**config.mk**
```make
export PLATFORM = sky130hd
export DESIGN_NAME = tme_exec
export DESIGN_NICKNAME = d
export VERILOG_FILES = /design/src/rtl/tape_machine_instruction_executor_macros.svh /design/src/rtl/tme_pkg.sv /design/src/rtl/tme_exec.sv
export SDC_FILE = /design/constraint.sdc
export NUM_CORES = 1
export LEC_CHECK = 0
export BUFFER_PORTS_ARGS = -buffer_cell sky130_fd_sc_hd__buf_2
export CORE_UTILIZATION = 59
export DETAILED_ROUTE_END_ITERATION = 12
export PLACE_DENSITY = 0.95
export SLEW_MARGIN = 20
export SYNTH_ARGS = -nofsm -noshare
export SYNTH_HDL_FRONTEND = slang
export SYNTH_SLANG_ARGS = --single-unit
```
**constraint.sdc**
```tcl
create_clock -name vclk -period 4.5
set_input_delay 0.225 -clock vclk [all_inputs]
set_output_delay 0.225 -clock vclk [all_outputs]
set_load 0.03 [all_outputs]
```
**src/rtl/tape_machine_instruction_executor_macros.svh**
```systemverilog
// Assertion macros used by the top level of the tape machine executor
`ifndef TAPE_MACHINE_INSTRUCTION_EXECUTOR_MACROS_SVH
`define TAPE_MACHINE_INSTRUCTION_EXECUTOR_MACROS_SVH

// Same-cycle implication, disabled during reset
`define TME_ASSERT_NOW(label, clk, rst, ante, cons, msg) \
   label: assert property (@(posedge clk) disable iff (rst) (ante) |-> (cons)) \
      else $error(msg);

// Next-cycle implication, disabled during reset
`define TME_ASSERT_NEXT(label, clk, rst, ante, cons, msg) \
   label: assert property (@(posedge clk) disable iff (rst) (ante) |=> (cons)) \
      else $error(msg);

`endif

```
**src/rtl/tme_pkg.sv**
```systemverilog
// Package: types, constants and opcodes of the tape machine executor
`timescale 1ns / 1ps

package tme_pkg;

   localparam int TAPE_DEPTH = 4096;
   localparam int PROG_DEPTH = 65536;

   localparam int DP_W   = (TAPE_DEPTH > 1) ? $clog2(TAPE_DEPTH) : 1;
   localparam int PC_W   = 17;
   localparam int LEN_W  = 17;
   localparam int ARG_W  = 16;
   localparam int MODE_W = 4;
   localparam int BYTE_W = 8;

   typedef enum logic [MODE_W-1:0] {
      OP_PTR_INC = 4'd0,
      OP_PTR_DEC = 4'd1,
      OP_ADD     = 4'd2,
      OP_SUB     = 4'd3,
      OP_OUT     = 4'd4,
      OP_IN      = 4'd5,
      OP_JFZ     = 4'd6,
      OP_JBZ     = 4'd7
   } op_type;

   typedef enum logic [1:0] {
      ST_OK         = 2'd0,
      ST_INVALID    = 2'd1,
      ST_TERMINATED = 2'd2,
      ST_SEGFAULT   = 2'd3
   } status_type;

   // Outcome of executing one instruction
   typedef struct packed {
      status_type              status;
      logic [PC_W-1:0]         next_pc;
      logic                    out_valid;
      logic [BYTE_W-1:0]       out_byte;
      logic [DP_W-1:0]         dp_next;
      logic                    cell_we;
      logic [BYTE_W-1:0]       cell_wdata;
   } exec_result_type;

endpackage

```
**src/rtl/tme_exec.sv**
```systemverilog
// Execute logic: one instruction against pc, data pointer and current cell
`timescale 1ns / 1ps

module tme_exec (
   input  logic [tme_pkg::PC_W-1:0]     pc,
   input  logic [tme_pkg::DP_W-1:0]     dp,
   input  logic [tme_pkg::LEN_W-1:0]    prog_len,
   input  logic [tme_pkg::MODE_W-1:0]   mode,
   input  logic [tme_pkg::ARG_W-1:0]    instr_arg,
   input  logic [tme_pkg::BYTE_W-1:0]   input_byte,
   input  logic [tme_pkg::BYTE_W-1:0]   cur_cell,
   output tme_pkg::exec_result_type     res
);
   import tme_pkg::*;

   op_type           op;
   logic [PC_W-1:0]  dp_x;
   logic [PC_W-1:0]  arg_x;
   logic [PC_W-1:0]  tape_room;
   logic [PC_W-1:0]  prog_room;
   logic             cell_zero;

   assign op        = op_type'(mode);
   assign dp_x      = PC_W'(dp);
   assign arg_x     = PC_W'(instr_arg);
   assign tape_room = PC_W'(TAPE_DEPTH - 1) - dp_x;
   assign prog_room = prog_len - pc - PC_W'(1);
   assign cell_zero = (cur_cell == '0);

   always_comb begin
      res            = '0;
      res.status     = ST_OK;
      res.next_pc    = pc + PC_W'(1);
      res.dp_next    = dp;
      res.cell_wdata = cur_cell;

      if (prog_len == '0) begin
         res.status = ST_INVALID;
      end else if (pc >= prog_len) begin
         res.status = ST_TERMINATED;
      end else begin
         unique case (op)
            OP_PTR_INC: begin
               if (tape_room < arg_x) res.status = ST_SEGFAULT;
               else res.dp_next = DP_W'(dp_x + arg_x);
            end
            OP_PTR_DEC: begin
               if (arg_x > dp_x) res.status = ST_SEGFAULT;
               else res.dp_next = DP_W'(dp_x - arg_x);
            end
            OP_ADD: begin
               res.cell_we    = 1'b1;
               res.cell_wdata = cur_cell + instr_arg[BYTE_W-1:0];
            end
            OP_SUB: begin
               res.cell_we    = 1'b1;
               res.cell_wdata = cur_cell - instr_arg[BYTE_W-1:0];
            end
            OP_OUT: begin
               res.out_valid = 1'b1;
               res.out_byte  = cur_cell;
            end
            OP_IN: begin
               res.cell_we    = 1'b1;
               res.cell_wdata = input_byte;
            end
            OP_JFZ: begin
               if (prog_room < arg_x) res.status = ST_SEGFAULT;
               else if (cell_zero) res.next_pc = pc + arg_x;
            end
            OP_JBZ: begin
               if (arg_x > pc) res.status = ST_SEGFAULT;
               else if (cell_zero) res.next_pc = pc - arg_x;
            end
            default: res.status = ST_INVALID;
         endcase
      end

      // errors leave all state untouched
      if (res.status != ST_OK) begin
         res.next_pc   = pc;
         res.dp_next   = dp;
         res.cell_we   = 1'b0;
         res.out_valid = 1'b0;
         res.out_byte  = '0;
      end
   end

endmodule

```
==> flow_summary.yaml, run 1 <==
synthesis:
  synth_cell_types: 81
  synthMuxAreaShare_pct: 0.494
  synthAdderAreaFrac_pct: 27.3
  syn-num-nets: 1180
  synth-simple-area-share_pct: 23.9
  avgSynthCellArea_um2: 6.88
  yosysWarnings: 0
  ys_seq_area_share_pct: 0
  synth_top_family_by_area: "compound AO/OA/AOI/OAI gates"
  syn_area_mm2: 0.00659
  synth_xor_area_share_pct: 4.92
  synth-compound-area-share_pct: 35.2
  netlist_instances: 958
run_status:
  status: "did not finish"
  stop_stage: "global routing (5_1_grt)"
  firstError: "[ERROR GRT-0232] Routing congestion too high. Check the congestion heatmap in the GUI."
place:
  routabilityCongestion: 1.08
  portBuffers: 131
  hpwlAfterDp_um: 20300
  dp.cells: 1275
sta:
  grt_worst_setup_endpoint: "res[37]"
  worst_endpoint_kind: "top-level output"
floorplanning:
  start_util_pct: 60.8
  die_w_um: 108
  ioPinCount: 131
  rows: 38
  die_y_um: 108
global_routing:
  grt_max_degree: 25
  grt_usage_pct: 78.2
  grt-ovfl-total: 32
-- cells in the mapped netlist, types with 14 or more instances --
| cell | n | area [um2] |
|---|---|---|
| ha_1 | 134 | 1680 |
| inv_1 | 100 | 375 |
| nor2_1 | 73 | 274 |
| a21oi_1 | 72 | 360 |
| nand2_1 | 68 | 255 |
| o21ai_0 | 58 | 290 |
| nor3_1 | 38 | 190 |
| xnor2_1 | 29 | 254 |
| clkbuf_1 | 26 | 97.6 |
| nand3_1 | 23 | 115 |
| nand2b_1 | 22 | 138 |
| a21o_1 | 18 | 135 |
| a31oi_1 | 18 | 113 |
| nor4_1 | 15 | 93.8 |
| o211ai_1 | 14 | 105 |
-- stage by stage --
stage | hold slack, ns | area [um2] | setup slack [ns] | utilization (%) | setup TNS (ns)
after floorplan | 0.649 | 6630 | 0.000229 | - | 0
after global placement | 0.854 | 7930 | -0.257 | 73.1 | -1.52
after detailed placement | 0.854 | 7930 | -0.592 | 73.1 | -7.50
after CTS | 0.837 | 8350 | -0.127 | 77.0 | -1.18
-- logic make-up after synthesis --
kind of cell	Yosys count
xor+xnor	37
simple gates	312
fa+ha+maj	140
buf+inv	137
compound gates	329
mux	3
-- per-layer routing --
metal | GRT overflow | GRT usage [%]
met1 | 0 | 78.8
met3 | 1 | 65.4
met2 | 14 | 92.4
met5 | 0 | 29.0
met4 | 17 | 76.7
-- repair_timing --
item                                    4_1_cts
endpoints found under the setup margin       36
pin swaps                                    34
hold buffers                                  0
endpoints found under the hold margin         0
gates resized for setup                      88
buffers inserted                             15
==> inputs of run 2 (changes only) <==
--- a/config.mk
+++ b/config.mk
@@ -6,9 +6,9 @@
 export NUM_CORES = 1
 export LEC_CHECK = 0
 export BUFFER_PORTS_ARGS = -buffer_cell sky130_fd_sc_hd__buf_2
-export CORE_UTILIZATION = 59
+export CORE_UTILIZATION = 40
 export DETAILED_ROUTE_END_ITERATION = 12
-export PLACE_DENSITY = 0.95
+export PLACE_DENSITY_LB_ADDON = 0.15
 export SLEW_MARGIN = 20
 export SYNTH_ARGS = -nofsm -noshare
 export SYNTH_HDL_FRONTEND = slang
==> flow_summary.yaml, run 2 <==
run_status:
  status: "finished, violations left"
  violations: "negative setup slack"
synthesis:
  synthMuxAreaShare_pct: 0.494
  netlist_instances: 958
  synth-compound-area-share_pct: 35.2
  post-synth-top-area-cell: "ha_1"
  ys_top_cells_by_count: "134 x ha_1, 100 x inv_1, 73 x nor2_1"
  synth.area.top_cells: "ha_1 25%, inv_1 5.7%, a21oi_1 5.5%"
  syn-num-nets: 1180
  yosysWarnings: 0
  synth_top_family_by_area: "compound AO/OA/AOI/OAI gates"
  synth_cell_types: 81
  synth-simple-area-share_pct: 23.9
  synth_most_common_cell: "ha_1"
  syn_area_mm2: 0.00659
  avgSynthCellArea_um2: 6.88
  synth_xor_area_share_pct: 4.92
  synthAdderAreaFrac_pct: 27.3
  ys_seq_area_share_pct: 0
  synth_top_area_share_pct: 25.4
pwr:
  finalPower_mw: 1.20
  leakagePower_nw: 4.11
  power_density_mw_per_mm2: 137
  ir_drop_mv: 0.0538
cells_and_area:
  clkbuf_count: 0
  layout-drive-gt1-share_pct: 26.6
  design.seq.count: 0
  layout_common_cells: "129 x ha_1, 103 x buf_4, 95 x inv_1"
  mostFrequentLayoutCell: "ha_1"
  nNetsFinal: 1380
  multi_input_area_mm2: 0.00637
  areaGrowthSynthToFinish_pct: 32.9
  finish.utilization_pct: 54.8
  ff_latch_area_um2: 0
  layout.cells.non_filler: 1372
  antenna_cells: 0
  n_fill_cell: 1641
global_routing:
  grt-ovfl-total: 0
  grt_max_degree: 25
  antenna_found_initial: 0
  use_met1_pct: 42.7
  met2_usage_pct: 46.8
  grt_pass1_wl_um: 39000
  grt_util_met3_pct: 3.44
  grt_usage_pct: 29.4
  grt-busiest-layer: "met2"
  grt_pass1_vias: 7241
sta:
  worst_slew_pin_slew_ns: 0.839
  finalHoldViolations: 0
  min_period_over_period_pct: 103
  max_freq_mhz: 215
  fin_hold_ws_ns: 0.827
  setup_ws_ns: -0.144
  rsz0062_at_grt: "true"
  drv_slew: 0
  relSlewSlack_pct: 43.8
  setup_viol: 24
  period_minus_slack_ns: 4.64
  tns_ns: -2.13
hold_path:
  holdPathStages: 3
  hp-start: "cur_cell[6]"
  worstHoldEndpoint: "res[27]"
  min_path_type: "primary input to output port"
floorplanning:
  ioPinCount: 131
  rows: 46
  die_area_mm2: 0.0170
  die_w_um: 130
  die_y_um: 130
  core_mm2: 0.0160
  start_util_pct: 41.2
routing:
  final_antenna_net_count: 0
  avgRoutedWirePerCell_um: 19.0
  drt_iter0_markers: 877
  drc: 0
  drtPass1Iterations: 5
  viasPerCell: 5.93
  vias: 8135
  wirelength_um: 26100
clock_network:
  hold_buffers: 0
place:
  routabilityCongestion: 0.960
  hpwlAfterDp_um: 21500
  dp.cells: 1360
  portBuffers: 131
worst_setup_path:
  cp-end-kind: "output port"
  cp.required_ns: 4.28
  critical_path.slowest_cell: "a211oi_4"
  cp_cell_sequence: "buf_8 > inv_4 > ha_4 > inv_2 > fa_2 > nand2b_4 > a211oi_4 > nor3_4 > xnor2_1 > ha_1 > and4_1 > o211ai_1 > o211ai_1 > a221o_1 > a211oi_4 > clkbuf_16 > o311a_4 > o21ai_2 > a2111oi_2 > o21ai_1 > buf_4"
  cp_num_buf_inv: 5
  slowest_delay_ns: 0.45
  path_delay_family: "compound AO/OA/AOI/OAI gates"
  path_class: "primary input to output port"
  path_max_fanout: 5
  startpoint_type: "primary input"
  arrival_ns: 4.42
run:
  maxCapViolCount: 0
## run 2: cell counts after synthesis
Identical to the previous run, type by type.
## run 2: logic make-up (layout without fill, tap and decap cells)
family / after synthesis / count (layout)
AO/OA/AOI/OAI: 329 / 329
buffers and inverters: 137 / 335
adder cells (fa/ha/maj): 140 / 140
XOR/XNOR: 37 / 37
AND/OR/NAND/NOR: 312 / 312
multiplexers: 3 / 3
## run 2: tightest hold or removal path, stage by stage
cell	delay, ns
buf_2	0.12
and2_4	0.14
buf_6	0.12
## run 2: power breakdown
group          internal (mW)  switching, mW  total [mW]
Sequential                 0              0           0
Clock                      0              0           0
Combinational          0.512          0.686        1.20
## run 2: timing repair
item / in CTS / in global routing
resized for setup: 48 / 114
buffers inserted: 5 / 6
hold endpoints to repair: 0 / 0
gates cloned: 0 / 2
endpoints found under the setup margin: 32 / 37
pin swaps: 28 / 48
## run 2: how the worst max path moves through the flow
stage / slack, ns / cells past startpoint / startpoint / end
final: -0.14 / 21 / pc[0] / res[36]
after global routing: -0.26 / 21 / pc[0] / res[42]
after CTS: -0.11 / 25 / pc[1] / res[31]
after detailed placement: -0.28 / 24 / pc[1] / res[37]
after global placement: -0.24 / 24 / pc[1] / res[38]
after floorplan: 0.0002 / 21 / pc[1] / res[37]
## run 2: area by class of cell
class | count | area share, %
inverter | 100 | 4.34
multi-input combinational | 821 | 72.7
tap | 216 | 3.08
timing repair buffer | 235 | 19.9
## run 2: routing by layer
| metal | part of all wire [%] | wire [um] |
|---|---|---|
| met5 | 0 | 0 |
| met4 | 1.7 | 442 |
| met3 | 8.1 | 2130 |
| met2 | 44 | 11500 |
| met1 | 46 | 12000 |
## run 2: through the flow
| stage | area (um2) | worst slack [ns] |
|---|---|---|
| after floorplan | 6630 | 0.000229 |
| after global placement | 8090 | -0.236 |
| after detailed placement | 8090 | -0.285 |
| after CTS | 8280 | -0.110 |
| after global routing | 8760 | -0.259 |
| final | 8760 | -0.144 |
No activity file was read; power rests on OpenSTA's default activity.
